File: src/rtl/itp_pkg.sv
// ----------------------------------------------------------------------------
// Integer text parser package
// Types, character codes and the digit decoder that the parser modules share.
// ----------------------------------------------------------------------------
package itp_pkg;

    localparam int ACC_W  = 64;
    localparam int BASE_W = 6;
    localparam int PROD_W = ACC_W + BASE_W;
    localparam int SUM_W  = PROD_W + 1;

    localparam logic [7:0] CH_0       = 8'h30;
    localparam logic [7:0] CH_9       = 8'h39;
    localparam logic [7:0] CH_LA      = 8'h61;
    localparam logic [7:0] CH_LZ      = 8'h7a;
    localparam logic [7:0] CH_UA      = 8'h41;
    localparam logic [7:0] CH_UZ      = 8'h5a;
    localparam logic [7:0] CH_PLUS    = 8'h2b;
    localparam logic [7:0] CH_MINUS   = 8'h2d;
    localparam logic [7:0] CH_US      = 8'h5f;
    localparam logic [7:0] CH_X       = 8'h78;
    localparam logic [7:0] CH_O       = 8'h6f;
    localparam logic [7:0] CH_B       = 8'h62;
    localparam logic [7:0] CASE_BIT   = 8'h20;
    localparam logic [7:0] LETTER_OFS = 8'd10;

    localparam logic [BASE_W-1:0] BASE_BIN   = 6'd2;
    localparam logic [BASE_W-1:0] BASE_OCT   = 6'd8;
    localparam logic [BASE_W-1:0] BASE_DEC   = 6'd10;
    localparam logic [BASE_W-1:0] BASE_HEX   = 6'd16;
    localparam logic [BASE_W-1:0] BASE_MAX   = 6'd36;
    localparam logic [BASE_W-1:0] BASE_ONE   = 6'd1;
    localparam logic [BASE_W-1:0] DIGIT_NONE = 6'd36;
    localparam logic [BASE_W-1:0] RADIX_RST  = BASE_DEC;

    typedef enum logic [1:0] {
        ST_OK    = 2'd0,
        ST_VALUE = 2'd1,
        ST_OVER  = 2'd2
    } t_status;

    typedef enum logic [2:0] {
        PH_START  = 3'd0,
        PH_SIGNED = 3'd1,
        PH_ZERO   = 3'd2,
        PH_BODY   = 3'd3
    } t_phase;

    typedef enum logic [1:0] {
        CS_IDLE = 2'd0,
        CS_MUL  = 2'd1,
        CS_UPD  = 2'd2
    } t_ctrl_state;

    typedef struct packed {
        logic [7:0] char_code;
        logic       is_last;
        logic       no_char;
    } t_in_item;

    typedef struct packed {
        logic signed [ACC_W-1:0] value;
        logic [1:0]              status;
    } t_out_item;

    typedef struct packed {
        t_phase              phase;
        logic                neg;
        logic [BASE_W-1:0]   base;
        logic [ACC_W-1:0]    acc;
        logic                digit_seen;
        logic                us_ok;
        logic                last_us;
        logic                check_lz;
        logic                lz;
        logic                nonzero;
        t_status             err;
    } t_parse_state;

    localparam t_parse_state PS_CLEAR = '{
        phase: PH_START,
        err: ST_OK,
        default: '0
    };

    typedef struct packed {
        logic load_item;
        logic load_prod;
        logic commit;
        logic load_out;
    } t_cmd;

    typedef struct packed {
        logic item_last;
    } t_sts;

    function automatic logic [BASE_W-1:0] digit_of(input logic [7:0] c);
        logic [BASE_W-1:0] d;
        if (c >= CH_0 && c <= CH_9) begin
            d = BASE_W'(c - CH_0);
        end else if (c >= CH_LA && c <= CH_LZ) begin
            d = BASE_W'(c - CH_LA + LETTER_OFS);
        end else if (c >= CH_UA && c <= CH_UZ) begin
            d = BASE_W'(c - CH_UA + LETTER_OFS);
        end else begin
            d = DIGIT_NONE;
        end
        return d;
    endfunction

endpackage

File: src/rtl/itp_ctrl.sv
// ----------------------------------------------------------------------------
// Integer text parser controller
// Sequences each request through multiply and update, and owns output valid.
// ----------------------------------------------------------------------------
module itp_ctrl (
    input  logic          i_clk,
    input  logic          i_rst_n,
    input  logic          i_in_valid,
    output logic          o_in_stall,
    input  logic          i_out_stall,
    output logic          o_out_valid,
    input  itp_pkg::t_sts i_sts,
    output itp_pkg::t_cmd o_cmd
);

    itp_pkg::t_ctrl_state r_state;
    itp_pkg::t_ctrl_state n_state;
    logic                 r_out_valid;
    logic                 n_out_valid;
    logic                 out_free;

    assign out_free    = !r_out_valid || !i_out_stall;
    assign o_out_valid = r_out_valid;

    always_ff @(posedge i_clk) begin
        if (!i_rst_n) begin
            r_state     <= itp_pkg::CS_IDLE;
            r_out_valid <= 1'b0;
        end else begin
            r_state     <= n_state;
            r_out_valid <= n_out_valid;
        end
    end

    always_comb begin
        n_state    = r_state;
        o_cmd      = '0;
        o_in_stall = 1'b1;
        unique case (r_state)
            itp_pkg::CS_IDLE: begin
                o_in_stall = 1'b0;
                if (i_in_valid) begin
                    o_cmd.load_item = 1'b1;
                    n_state         = itp_pkg::CS_MUL;
                end
            end
            itp_pkg::CS_MUL: begin
                o_cmd.load_prod = 1'b1;
                n_state         = itp_pkg::CS_UPD;
            end
            itp_pkg::CS_UPD: begin
                if (!i_sts.item_last || out_free) begin
                    o_cmd.commit   = 1'b1;
                    o_cmd.load_out = i_sts.item_last;
                    o_in_stall     = 1'b0;
                    if (i_in_valid) begin
                        o_cmd.load_item = 1'b1;
                        n_state         = itp_pkg::CS_MUL;
                    end else begin
                        n_state = itp_pkg::CS_IDLE;
                    end
                end
            end
            default: begin
                n_state = itp_pkg::CS_IDLE;
            end
        endcase
    end

    always_comb begin
        if (o_cmd.load_out) begin
            n_out_valid = 1'b1;
        end else if (!i_out_stall) begin
            n_out_valid = 1'b0;
        end else begin
            n_out_valid = r_out_valid;
        end
    end

endmodule

File: src/rtl/itp_datapath.sv
// ----------------------------------------------------------------------------
// Integer text parser datapath
// Holds the radix, the parse state, the product register and the result.
// ----------------------------------------------------------------------------
module itp_datapath (
    input  logic                          i_clk,
    input  logic                          i_rst_n,
    input  logic                          i_cfg_valid,
    input  logic [itp_pkg::BASE_W-1:0]    i_cfg_data,
    input  itp_pkg::t_in_item             i_in_data,
    input  itp_pkg::t_cmd                 i_cmd,
    output itp_pkg::t_sts                 o_sts,
    output itp_pkg::t_out_item            o_out_data
);

    logic [itp_pkg::BASE_W-1:0] r_radix;
    itp_pkg::t_in_item          r_item;
    logic [itp_pkg::PROD_W-1:0] r_prod;
    itp_pkg::t_parse_state      r_st;
    itp_pkg::t_parse_state      n_st;
    itp_pkg::t_out_item         r_out;
    itp_pkg::t_out_item         n_out;
    logic [itp_pkg::BASE_W-1:0] base_eff;
    itp_pkg::t_parse_state      st_latched;
    itp_pkg::t_parse_state      st_taken;
    itp_pkg::t_parse_state      st_end;
    itp_pkg::t_status           status;
    logic                       ignore_item;

    function automatic itp_pkg::t_parse_state body_char(
        input itp_pkg::t_parse_state      s,
        input logic [7:0]                 c,
        input logic [itp_pkg::PROD_W-1:0] prod
    );
        itp_pkg::t_parse_state      r;
        logic [itp_pkg::BASE_W-1:0] d;
        logic [itp_pkg::SUM_W-1:0]  sum;
        logic [itp_pkg::SUM_W-1:0]  limit;
        r     = s;
        d     = itp_pkg::digit_of(c);
        sum   = {1'b0, prod} + itp_pkg::SUM_W'(d);
        limit = s.neg ? itp_pkg::SUM_W'({1'b1, {(itp_pkg::ACC_W-1){1'b0}}})
                      : itp_pkg::SUM_W'({1'b0, {(itp_pkg::ACC_W-1){1'b1}}});
        if (r.err != itp_pkg::ST_VALUE) begin
            if (r.base == '0) begin
                r.base     = itp_pkg::BASE_DEC;
                r.check_lz = 1'b1;
            end
            if (c == itp_pkg::CH_US) begin
                if (!r.us_ok) begin
                    r.err = itp_pkg::ST_VALUE;
                end else begin
                    r.us_ok   = 1'b0;
                    r.last_us = 1'b1;
                end
            end else if (r.base < itp_pkg::BASE_BIN || d >= r.base) begin
                r.err = itp_pkg::ST_VALUE;
            end else begin
                if (!r.digit_seen) begin
                    r.digit_seen = 1'b1;
                    if (d == '0) begin
                        r.lz = 1'b1;
                    end
                end
                if (d != '0) begin
                    r.nonzero = 1'b1;
                end
                if (r.err == itp_pkg::ST_OK) begin
                    if (sum > limit) begin
                        r.err = itp_pkg::ST_OVER;
                    end else begin
                        r.acc = sum[itp_pkg::ACC_W-1:0];
                    end
                end
                r.us_ok   = 1'b1;
                r.last_us = 1'b0;
            end
        end
        return r;
    endfunction

    function automatic itp_pkg::t_parse_state take_char(
        input itp_pkg::t_parse_state      s,
        input logic [7:0]                 c,
        input logic [itp_pkg::PROD_W-1:0] prod
    );
        itp_pkg::t_parse_state      r;
        logic [7:0]                 m;
        logic [itp_pkg::BASE_W-1:0] pb;
        r = s;
        m = c | itp_pkg::CASE_BIT;
        if (m == itp_pkg::CH_X) begin
            pb = itp_pkg::BASE_HEX;
        end else if (m == itp_pkg::CH_O) begin
            pb = itp_pkg::BASE_OCT;
        end else if (m == itp_pkg::CH_B) begin
            pb = itp_pkg::BASE_BIN;
        end else begin
            pb = '0;
        end
        if (s.phase == itp_pkg::PH_START || s.phase == itp_pkg::PH_SIGNED) begin
            if (c == itp_pkg::CH_0) begin
                r.phase = itp_pkg::PH_ZERO;
            end else if (s.phase == itp_pkg::PH_START
                         && (c == itp_pkg::CH_PLUS || c == itp_pkg::CH_MINUS)) begin
                r.neg   = (c == itp_pkg::CH_MINUS);
                r.phase = itp_pkg::PH_SIGNED;
            end else begin
                r       = body_char(r, c, prod);
                r.phase = itp_pkg::PH_BODY;
            end
        end else if (s.phase == itp_pkg::PH_ZERO) begin
            if (pb != '0 && s.err == itp_pkg::ST_OK && (s.base == '0 || s.base == pb)) begin
                r.base  = pb;
                r.us_ok = 1'b1;
            end else begin
                r = body_char(r, itp_pkg::CH_0, prod);
                r = body_char(r, c, prod);
            end
            r.phase = itp_pkg::PH_BODY;
        end else begin
            r = body_char(r, c, prod);
        end
        return r;
    endfunction

    // The accumulator is still zero whenever a held-back zero is replayed, so
    // the one registered product serves every digit of a request.
    assign base_eff = (r_st.base == '0) ? itp_pkg::BASE_DEC : r_st.base;

    always_comb begin
        st_latched = r_st;
        if (r_st.phase == itp_pkg::PH_START) begin
            st_latched.base = r_radix;
            if (r_radix == itp_pkg::BASE_ONE || r_radix > itp_pkg::BASE_MAX) begin
                st_latched.err = itp_pkg::ST_VALUE;
            end
        end
        if (r_item.no_char) begin
            st_taken = st_latched;
        end else begin
            st_taken = take_char(st_latched, r_item.char_code, r_prod);
        end
        if (st_taken.phase == itp_pkg::PH_ZERO) begin
            st_end = body_char(st_taken, itp_pkg::CH_0, r_prod);
        end else begin
            st_end = st_taken;
        end
    end

    always_comb begin
        if (st_end.err == itp_pkg::ST_VALUE || !st_end.digit_seen || st_end.last_us
            || (st_end.check_lz && st_end.lz && st_end.nonzero)) begin
            status = itp_pkg::ST_VALUE;
        end else if (st_end.err == itp_pkg::ST_OVER) begin
            status = itp_pkg::ST_OVER;
        end else begin
            status = itp_pkg::ST_OK;
        end
        n_out.status = status;
        if (status == itp_pkg::ST_OK) begin
            n_out.value = st_end.neg ? ({itp_pkg::ACC_W{1'b0}} - st_end.acc) : st_end.acc;
        end else begin
            n_out.value = '0;
        end
    end

    assign ignore_item = r_item.no_char && !r_item.is_last;

    always_comb begin
        if (ignore_item) begin
            n_st = r_st;
        end else if (r_item.is_last) begin
            n_st = itp_pkg::PS_CLEAR;
        end else begin
            n_st = st_taken;
        end
    end

    assign o_sts.item_last = r_item.is_last;
    assign o_out_data      = r_out;

    always_ff @(posedge i_clk) begin
        if (!i_rst_n) begin
            r_radix <= itp_pkg::RADIX_RST;
            r_st    <= itp_pkg::PS_CLEAR;
        end else begin
            if (i_cfg_valid) begin
                r_radix <= i_cfg_data;
            end
            if (i_cmd.commit) begin
                r_st <= n_st;
            end
        end
    end

    always_ff @(posedge i_clk) begin
        if (i_cmd.load_item) begin
            r_item <= i_in_data;
        end
        if (i_cmd.load_prod) begin
            r_prod <= itp_pkg::PROD_W'(r_st.acc) * itp_pkg::PROD_W'(base_eff);
        end
        if (i_cmd.load_out) begin
            r_out <= n_out;
        end
    end

endmodule

File: src/rtl/int_text_parser.sv
// ----------------------------------------------------------------------------
// Integer text parser
// Each character passes first through the 64 by 6 bit multiplier register,
// then through the add, the overflow compare and the state update.
// The last request's update loads the result once the output register is free.
// A new request is taken while a finished result waits to be read.
// Synchronous reset sets the radix to ten, clears the parse state and
// drops any pending result.
// ----------------------------------------------------------------------------
module int_text_parser (
    input  logic                       i_clk,
    input  logic                       i_rst_n,
    input  logic                       i_in_valid,
    output logic                       o_in_stall,
    input  itp_pkg::t_in_item          i_in_data,
    output logic                       o_out_valid,
    input  logic                       i_out_stall,
    output itp_pkg::t_out_item         o_out_data,
    input  logic                       i_cfg_valid,
    output logic                       o_cfg_ready,
    input  logic [itp_pkg::BASE_W-1:0] i_cfg_data
);

    itp_pkg::t_cmd cmd;
    itp_pkg::t_sts sts;

    assign o_cfg_ready = 1'b1;

    itp_ctrl u_ctrl (
        .i_clk       (i_clk),
        .i_rst_n     (i_rst_n),
        .i_in_valid  (i_in_valid),
        .o_in_stall  (o_in_stall),
        .i_out_stall (i_out_stall),
        .o_out_valid (o_out_valid),
        .i_sts       (sts),
        .o_cmd       (cmd)
    );

    itp_datapath u_datapath (
        .i_clk       (i_clk),
        .i_rst_n     (i_rst_n),
        .i_cfg_valid (i_cfg_valid),
        .i_cfg_data  (i_cfg_data),
        .i_in_data   (i_in_data),
        .i_cmd       (cmd),
        .o_sts       (sts),
        .o_out_data  (o_out_data)
    );

    a_accept_then_mul: assert property (@(posedge i_clk) disable iff (!i_rst_n)
        (i_in_valid && !o_in_stall) |=> cmd.load_prod)
        else $error("Accepted request was not followed by a multiply.");

    a_no_result_overwrite: assert property (@(posedge i_clk) disable iff (!i_rst_n)
        cmd.load_out |-> !(o_out_valid && i_out_stall))
        else $error("Pending result overwritten.");

    a_error_value_zero: assert property (@(posedge i_clk) disable iff (!i_rst_n)
        (o_out_valid && o_out_data.status != itp_pkg::ST_OK) |-> (o_out_data.value == '0))
        else $error("Non-zero value with error status.");

    a_commit_after_mul: assert property (@(posedge i_clk) disable iff (!i_rst_n)
        cmd.commit |-> $past(o_in_stall))
        else $error("Update without a multiply before it.");

endmodule
File: config.mk
export PLATFORM = sky130hd
export DESIGN_NAME = int_text_parser
export DESIGN_NICKNAME = d
export VERILOG_FILES = /design/src/rtl/itp_pkg.sv /design/src/rtl/itp_ctrl.sv /design/src/rtl/itp_datapath.sv /design/src/rtl/int_text_parser.sv
export SDC_FILE = /design/constraint.sdc
export NUM_CORES = 2
export LEC_CHECK = 0
export BUFFER_PORTS_ARGS = -buffer_cell sky130_fd_sc_hd__buf_4
export CAP_MARGIN = 0
export CELL_PAD_IN_SITES_DETAIL_PLACEMENT = 1
export CELL_PAD_IN_SITES_GLOBAL_PLACEMENT = 2
export CORE_MARGIN = 1.5
export CORE_UTILIZATION = 30
export DETAILED_ROUTE_END_ITERATION = 7
export PLACE_DENSITY_LB_ADDON = 0.1
export SYNTH_ARGS = -nofsm -noshare
export SYNTH_HDL_FRONTEND = slang
export SYNTH_SLANG_ARGS = --single-unit
export TNS_END_PERCENT = 50
File: constraint.sdc
create_clock -name i_clk -period 34 [get_ports i_clk]
set_input_delay 3.4 -clock i_clk [delete_from_list [all_inputs] [get_ports i_clk]]
set_output_delay 3.4 -clock i_clk [all_outputs]
set_load 0.02 [all_outputs]
## Word level (Yosys, flattened, before mapping)

Index checks and enable logic that the tools add are counted.

| storage, ports and cells | value |
|---|---|
| bits in registers | 237 |
| input port bits | 21 |
| output and inout bits | 69 |
| word-level logic and storage cells | 286 |

| cells by class | value |
|---|---|
| add/sub/neg operators | 11 |
| multiply operators | 1 |
| $lt $le $gt $ge | 22 |
| equal/unequal tests | 22 |
| muxes and demuxes | 159 |
| bitwise logic cells | 1 |
| reduce and logical (&&, ||, !) cells | 50 |

Operator list:

| cell | number |
|---|---|
| $mux 64 | 13 |
| $mux 78 | 9 |
| $add 70x6->71 | 5 |
| $mux 67 | 5 |
| $mux 82 | 4 |
| $mux 6 | 48 |
| $gt 71x71->1 | 4 |
| $mux 65 | 4 |
| $mux 72 | 2 |
| $mux 2 | 41 |
| $mux 79 | 1 |
| $gt 71x64->1 | 1 |
| $mul 64x6->70 | 1 |
| $sub 1x64->64 const A | 1 |
| $logic_not 6->1 | 9 |
| $reduce_bool 6->1 | 6 |
| $ge 6x6->1 | 5 |
| $lt 6x2->1 const B | 5 |
| $mux 1 | 28 |
| $eq 8x6->1 const B | 3 |
| $eq 7x6->1 const B | 3 |
| $ge 8x7->1 const B | 2 |
| $le 8x7->1 const B | 2 |
| $logic_or 1x1->1 | 14 |
| other kinds (24) | 50 |

## Logic depth before layout (Yosys ltp)

| depth | value |
|---|---|
| depth in word-level cells | 53 |
| gate-level depth with buffers | 46 |
| mapped depth without buffers | 40 |

## Modules after synthesis

A second synthesis with hierarchy kept.

| unflattened totals | value |
|---|---|
| cell total of the unflattened synthesis | 3,860 |
| area total of the unflattened synthesis | 31,562.8 sq um |

By module, submodules not included:

| module | times used | cells an instance | area an instance (sq um) | seq. area each (sq um) |
|---|---|---|---|---|
| itp_datapath | 1 | 3,840 | 31,386.4 | 6,145.9 |
| itp_ctrl | 1 | 18 | 165.2 | 60.1 |
| int_text_parser | 1 | 2 | 11.3 | 0.0 |

## Worst setup path after synthesis

No wires, ideal clock.

| timing path | value |
|---|---|
| path kind | register to register |
| start | register u_datapath.r_st[78] (netlist bit) |
| end | register u_datapath.r_out, in the netlist u_datapath.o_out_data[60], data pin |
| library setup time | 259 ps |
| arrival | 11,020 ps |
| data required time | 33,741 ps |
| path slack | 22,721 ps |
| cell stages (with the launch flop) | 28 |
| path buffers | 8 |
| clock period less this slack | 11,279 ps |
| cells stage by stage | dfxtp_1 -> mux2i_1 -> inv_1 -> clkbuf_1 -> buf_1 -> ha_1 -> a21oi_1 -> o21ai_0 -> a221oi_1 -> o22ai_1 -> o41ai_1 -> a21oi_1 -> or4_1 -> buf_2 -> clkbuf_1 -> clkbuf_1 -> buf_1 -> o21ai_0 -> ha_1 -> o2111ai_1 -> o21ai_1 -> nor2b_1 -> nand4_1 -> or4_1 -> buf_2 -> or4_1 -> buf_2 -> a211o_1 |

| on the way | value |
|---|---|
| cells in the longest elaborated chain, start to end | 31 |
| elaborated cells on any way between the ends | 92 |
| those cells by class | add/sub (1); order compare (7); eq/ne (4); mux (69); reduce/logical (11) |

RTL lines:

| item | line | RTL |
|---|---|---|
| start, declared | itp_datapath.sv:19 | `itp_pkg::t_parse_state r_st;` |
| start signal, assigned | itp_datapath.sv:186 | `r_st <= itp_pkg::PS_CLEAR;` |
| start signal, assigned | itp_datapath.sv:192 | `r_st <= n_st;` |
| $mux 64 | itp_datapath.sv:42 | `limit = s.neg ? itp_pkg::SUM_W'({1'b1, {(itp_pkg::ACC_W-1){1'b0}}})` |
| $gt 71x71->1 | itp_datapath.sv:69 | `if (sum > limit) begin` |
| $mux 2 | itp_datapath.sv:69 |  |
| $mux 2 | itp_datapath.sv:68 | `if (r.err == itp_pkg::ST_OK) begin` |
| $mux 2 | itp_datapath.sv:56 | `end else if (r.base < itp_pkg::BASE_BIN \|\| d >= r.base) begin` |
| $mux 78 | itp_datapath.sv:44 | `if (r.err != itp_pkg::ST_VALUE) begin` |
| $mux 78 | itp_datapath.sv:113 | `if (pb != '0 && s.err == itp_pkg::ST_OK && (s.base == '0 \|\| s.base == pb)) begin` |
| $mux 78 | itp_datapath.sv:112 | `end else if (s.phase == itp_pkg::PH_ZERO) begin` |
| $mux 78 | itp_datapath.sv:101 | `if (s.phase == itp_pkg::PH_START \|\| s.phase == itp_pkg::PH_SIGNED) begin` |
| $mux 78 | itp_datapath.sv:139 | `if (r_item.no_char) begin` |
| $ne 2x1->1 | itp_datapath.sv:44 |  |
| $mux 78 | itp_datapath.sv:44 |  |
| $mux 6 | itp_datapath.sv:113 |  |
| $mux 82 | itp_datapath.sv:112 |  |
| $mux 82 | itp_datapath.sv:101 |  |
| $mux 82 (*) | itp_datapath.sv:139 |  |
| branches (longest 15 deep; another with $sub 1x64->64) | -- |  |
| end signal, assigned | itp_datapath.sv:205 | `r_out <= n_out;` |
| end, declared | itp_datapath.sv:21 | `itp_pkg::t_out_item r_out;` |

Every way passes the cells marked *. The select of a mux whose other input is x is not followed.
A chain may end at the register's enable or synchronous reset.

## Worst setup path after layout

| timing path | value |
|---|---|
| start | register u_datapath.r_item[4] (netlist bit) |
| end | register u_datapath.r_out, in the netlist u_datapath.o_out_data[60], data pin |

| on the way | value |
|---|---|
| cells in the longest elaborated chain, start to end | 31 |
| elaborated cells on any way between the ends | 157 |
| those cells by class | add/sub (9); order compare (15); eq/ne (12); mux (93); reduce/logical (28) |

RTL lines:

| item | line | RTL |
|---|---|---|
| start, declared | itp_datapath.sv:17 | `itp_pkg::t_in_item r_item;` |
| start signal, assigned | itp_datapath.sv:199 | `r_item <= i_in_data;` |
| $sub 6x1->6, or another cell as far along | itp_pkg.sv:104 | `d = BASE_W'(c - CH_UA + LETTER_OFS);` |
| $add 6x4->6 or $logic_and 1x1->1 (tied branches) | itp_pkg.sv:104, itp_pkg.sv:103 |  |
| $mux 6 | itp_pkg.sv:103 | `end else if (c >= CH_UA && c <= CH_UZ) begin` |
| $mux 6 | itp_pkg.sv:101 | `end else if (c >= CH_LA && c <= CH_LZ) begin` |
| $mux 6 | itp_pkg.sv:99 | `if (c >= CH_0 && c <= CH_9) begin` |
| $mux 6, on equally long branches | itp_datapath.sv:113, itp_datapath.sv:104 |  |
| $mux 6, on equally long branches | itp_datapath.sv:112, itp_datapath.sv:102 |  |
| $mux 6 | itp_datapath.sv:101 |  |
| [... 5 more ...] | -- |  |
| $mux 2 | itp_datapath.sv:56 |  |
| $mux 2 | itp_datapath.sv:49 | `if (c == itp_pkg::CH_US) begin` |
| $mux 78 | itp_datapath.sv:44 |  |
| $mux 6 or $mux 78 (tied branches) | itp_datapath.sv:113, itp_datapath.sv:104 |  |
| $mux 82 or $mux 79 (tied branches) | itp_datapath.sv:112, itp_datapath.sv:102 |  |
| $mux 82 (*) | itp_datapath.sv:101 |  |
| $mux 82 (*) | itp_datapath.sv:139 |  |
| branches (longest 11 deep; another with $sub 1x64->64) | -- |  |

Marked as above.

==> impl_metrics.csv <==
group,metric,value,unit
power,intPower,515,uW
clocking,cts_setup_buffers,0,
logic_synthesis,synth_top_cell_area_share,15.8,%
finish,syn_to_final_growth,9.64,%
power,power_frac_clock,45.2,%
power,p_seq_share,44.1,%
routing,vias_per_cell,5.60,
critical_path,endpoint_kind,"register",
clocking,clkLatencyLatePin,0.65,ns
critical_path,required,34.38,ns
logic_synthesis,syn_nets,4293,
sta,fmax,0.0801,GHz
sta,slew_headroom,9.67,%
global_route,grt_overflow,0,
clocking,cts_resized,0,
placement,dp_slack,21.72,ns
logic_synthesis,ys_ff_latch,237,
floorplanning,dieArea,107000,sq um
finish,final_common_cell,"nand2_1",
placement,gp_congestion,0.908,
placement,io_buffers,88,
logic_synthesis,ys.flop_type,"edfxtp_1",
global_route,grt.total_usage,24.8,%
critical_path,critPathSlowestCell,"or4_1",
clocking,cts_num_sinks,237,
logic_synthesis,synth_warnings,0,
clocking,cts_tree,"yes",
routing,vias,28561,
sta,setup_viol,0,
clocking,clk_pin_slew_worst_paths,0.06,ns
finish,n_fill_cell,12220,
power,switching_share,29.5,%
global_route,grt_max_degree,78,
finish,drive_above_1_share,7.44,%
logic_synthesis,synth_area_leaders,"fa_1, edfxtp_1, ha_1",
floorplanning,fp.dieW,328,um
clocking,numCtsBuffers,31,
sta,finalClockSkew,0.0296,ns
power,combPwrFrac,10.7,%
logic_synthesis,synth.yosys.seq_area_share,19.6,%
sta,hold_viol,0,
logic_synthesis,netlist_area,31600,sq um
floorplanning,io_pins,90,
logic_synthesis,syn_inst,3723,
routing,drt_iter0_markers,1956,
finish,final_nets,4266,
critical_path,worstSetupPathType,"register to register",
floorplanning,die_y,328,um
sta,rsz0062_at_grt,"no",
sta,drv_slew,0,
clocking,clockBufferDepth,3,
clocking,clockRootBuffer,"clkbuf_16",
routing,first_pass_iters,5,
critical_path,setup.worst_path.start_class,"register",
logic_synthesis,synth-edff-count,146,
sta,period_needed,12.49,ns
sta,fin_crit_sh,36.7,%
power,powerDensity,21.0,nW/um^2
sta,finalWorstSetupSlack,21.51,ns
logic_synthesis,synth_top_area_cell,"fa_1",
logic_synthesis,netlist-cell-type-count,99,
critical_path,cp.arrival,12.87,ns
power,irDropWorstVdd,38.5,uV
finish,mostFrequentLayoutCells,"nand2_1, ha_1, fa_1",
routing,wl,134000,um
routing,drc,0,
critical_path,slowest_delay,0.74,ns
logic_synthesis,postSynth.asyncResetShare,0,%
global_route,antenna_found_initial,5,
sta,worst_slew_pin_slew,1.32,ns
floorplanning,start_util,30.4,%
critical_path,worstPathMaxFanout,39,
critical_path,rrSetupSlack,21.51,ns
floorplanning,row_count,118,
sta,tns,0,ns
routing,wire_per_inst,26.3,um
clocking,h-tree-depth,1,
run_status,outcome,"finished, final reports clean",
logic_synthesis,postSynthAreaPerCell,8.50,sq um
power,p_leak,0.0155,uW
placement,hpwl,106000,um
floorplanning,coreArea,104000,sq um
clocking,hold_buffers,0,
worst_hold_path,hold_path_class,"register to register",
global_route,grt_pass1_wl,200000,um
power,p_switching,215,uW
job,cap_violations,0,
global_route,grt_pass1_vias,29662,
routing,ant_nets,0,
## sequential cells by signal, indices dropped and copies added, names as in the netlist
register               count
u_datapath.r_st           82
u_datapath.r_prod         70
u_datapath.o_out_data     66
u_datapath.r_item          9
u_datapath.r_radix         6
u_ctrl.r_state             2
u_ctrl.o_out_valid         1
u_datapath.o_sts           1
## power groups by stage
stage          clock network, uW  registers (uW)  logic (uW)
6_report                     330             322        78.1
5_1_grt                      347             322        84.8
4_1_cts                      340             321        77.7
3_5_place_dp                   0             327        77.4
3_3_place_gp                   0             328        77.4
2_1_floorplan                  0             321        48.5
## routing by layer
metal,share of wire (%),track usage (%)
met1,50,36.9
met2,44,38.9
met3,4.5,1.99
met4,2.0,5.14
met5,0,0
## critical path, delay by kind of cell (launching register included)
| kind | cells | cell delay (ns) |
|---|---|---|
| buf+inv | 2 | 0.58 |
| compound gates | 12 | 3.64 |
| simple gates | 17 | 6.41 |
| fa+ha+maj | 3 | 0.86 |
| flops | 1 | 0.56 |
| xor+xnor | 1 | 0.15 |
## synthesized netlist by cell type, drive strengths merged, types with 8 or more instances
library cell,n
inv,216
o41ai,12
nand3,87
a211o,15
o2111ai,10
nand2,429
or2,18
o211ai,21
or4,15
o21ai,184
a22o,19
o31ai,24
edfxtp,146
ha,299
a211oi,31
o21bai,27
a21oi,216
nand2b,26
and2,189
or3,31
nor3,64
fa,250
o22ai,21
a21o,70
o21a,24
a31oi,39
dfxtp,91
a221oi,20
mux2i,23
xnor2,118
nand3b,8
a22oi,56
nand4,69
clkbuf,153
and4,18
nor2b,121
a221o,14
xor2,59
nor2,246
buf,62
a2111oi,9
nor4,36
and3,38
## cells by family after synthesis
group | count (synthesis) | synth area share, %
AOI/OAI and AO/OA | 885 | 18.6
xor gates and xnor gates | 177 | 4.92
adders and majority gates | 549 | 27.6
buffers and inverters | 431 | 5.48
DFF | 237 | 19.6
muxes | 27 | 0.910
other | 1 | 0.0119
and+or+nand+nor | 1416 | 22.8
## final cells by class
class,count,area [sq um],share of cell area (%)
sequential,237,6220,17.9
timing repair buffer,155,1160,3.35
tap,1380,1730,4.98
inverter,216,815,2.35
clock buffer,39,806,2.32
clock inverter,19,158,0.454
multi-input combinational,3055,23800,68.6
antenna,2,5.00,0.0144
## path summary, 6_finish.rpt
check / start / endpoint / cells past startpoint
worst min-delay path: u_datapath.r_st[2] / u_datapath.r_st[2] / 2
worst max register to register: u_datapath.r_item[4] / u_datapath.o_out_data[60] / 35
worst min register to register: u_datapath.r_st[2] / u_datapath.r_st[2] / 2
worst max-delay path: u_datapath.r_item[4] / u_datapath.o_out_data[60] / 35
## stage by stage
stage                     cells  utilization, %  power, uW  cell area (sq um)  hold slack, ns
after floorplan            3723               -        369              31600           0.476
after global placement     5043            32.4        405              33700           0.515
after detailed placement   5043            32.4        405              33700           0.520
after CTS                  5101            33.3        739              34700           0.529
after global routing       5101            33.3        754              34700           0.541
final                      5103            33.3        730              34700           0.530
Power figures use the tool's default switching activity.
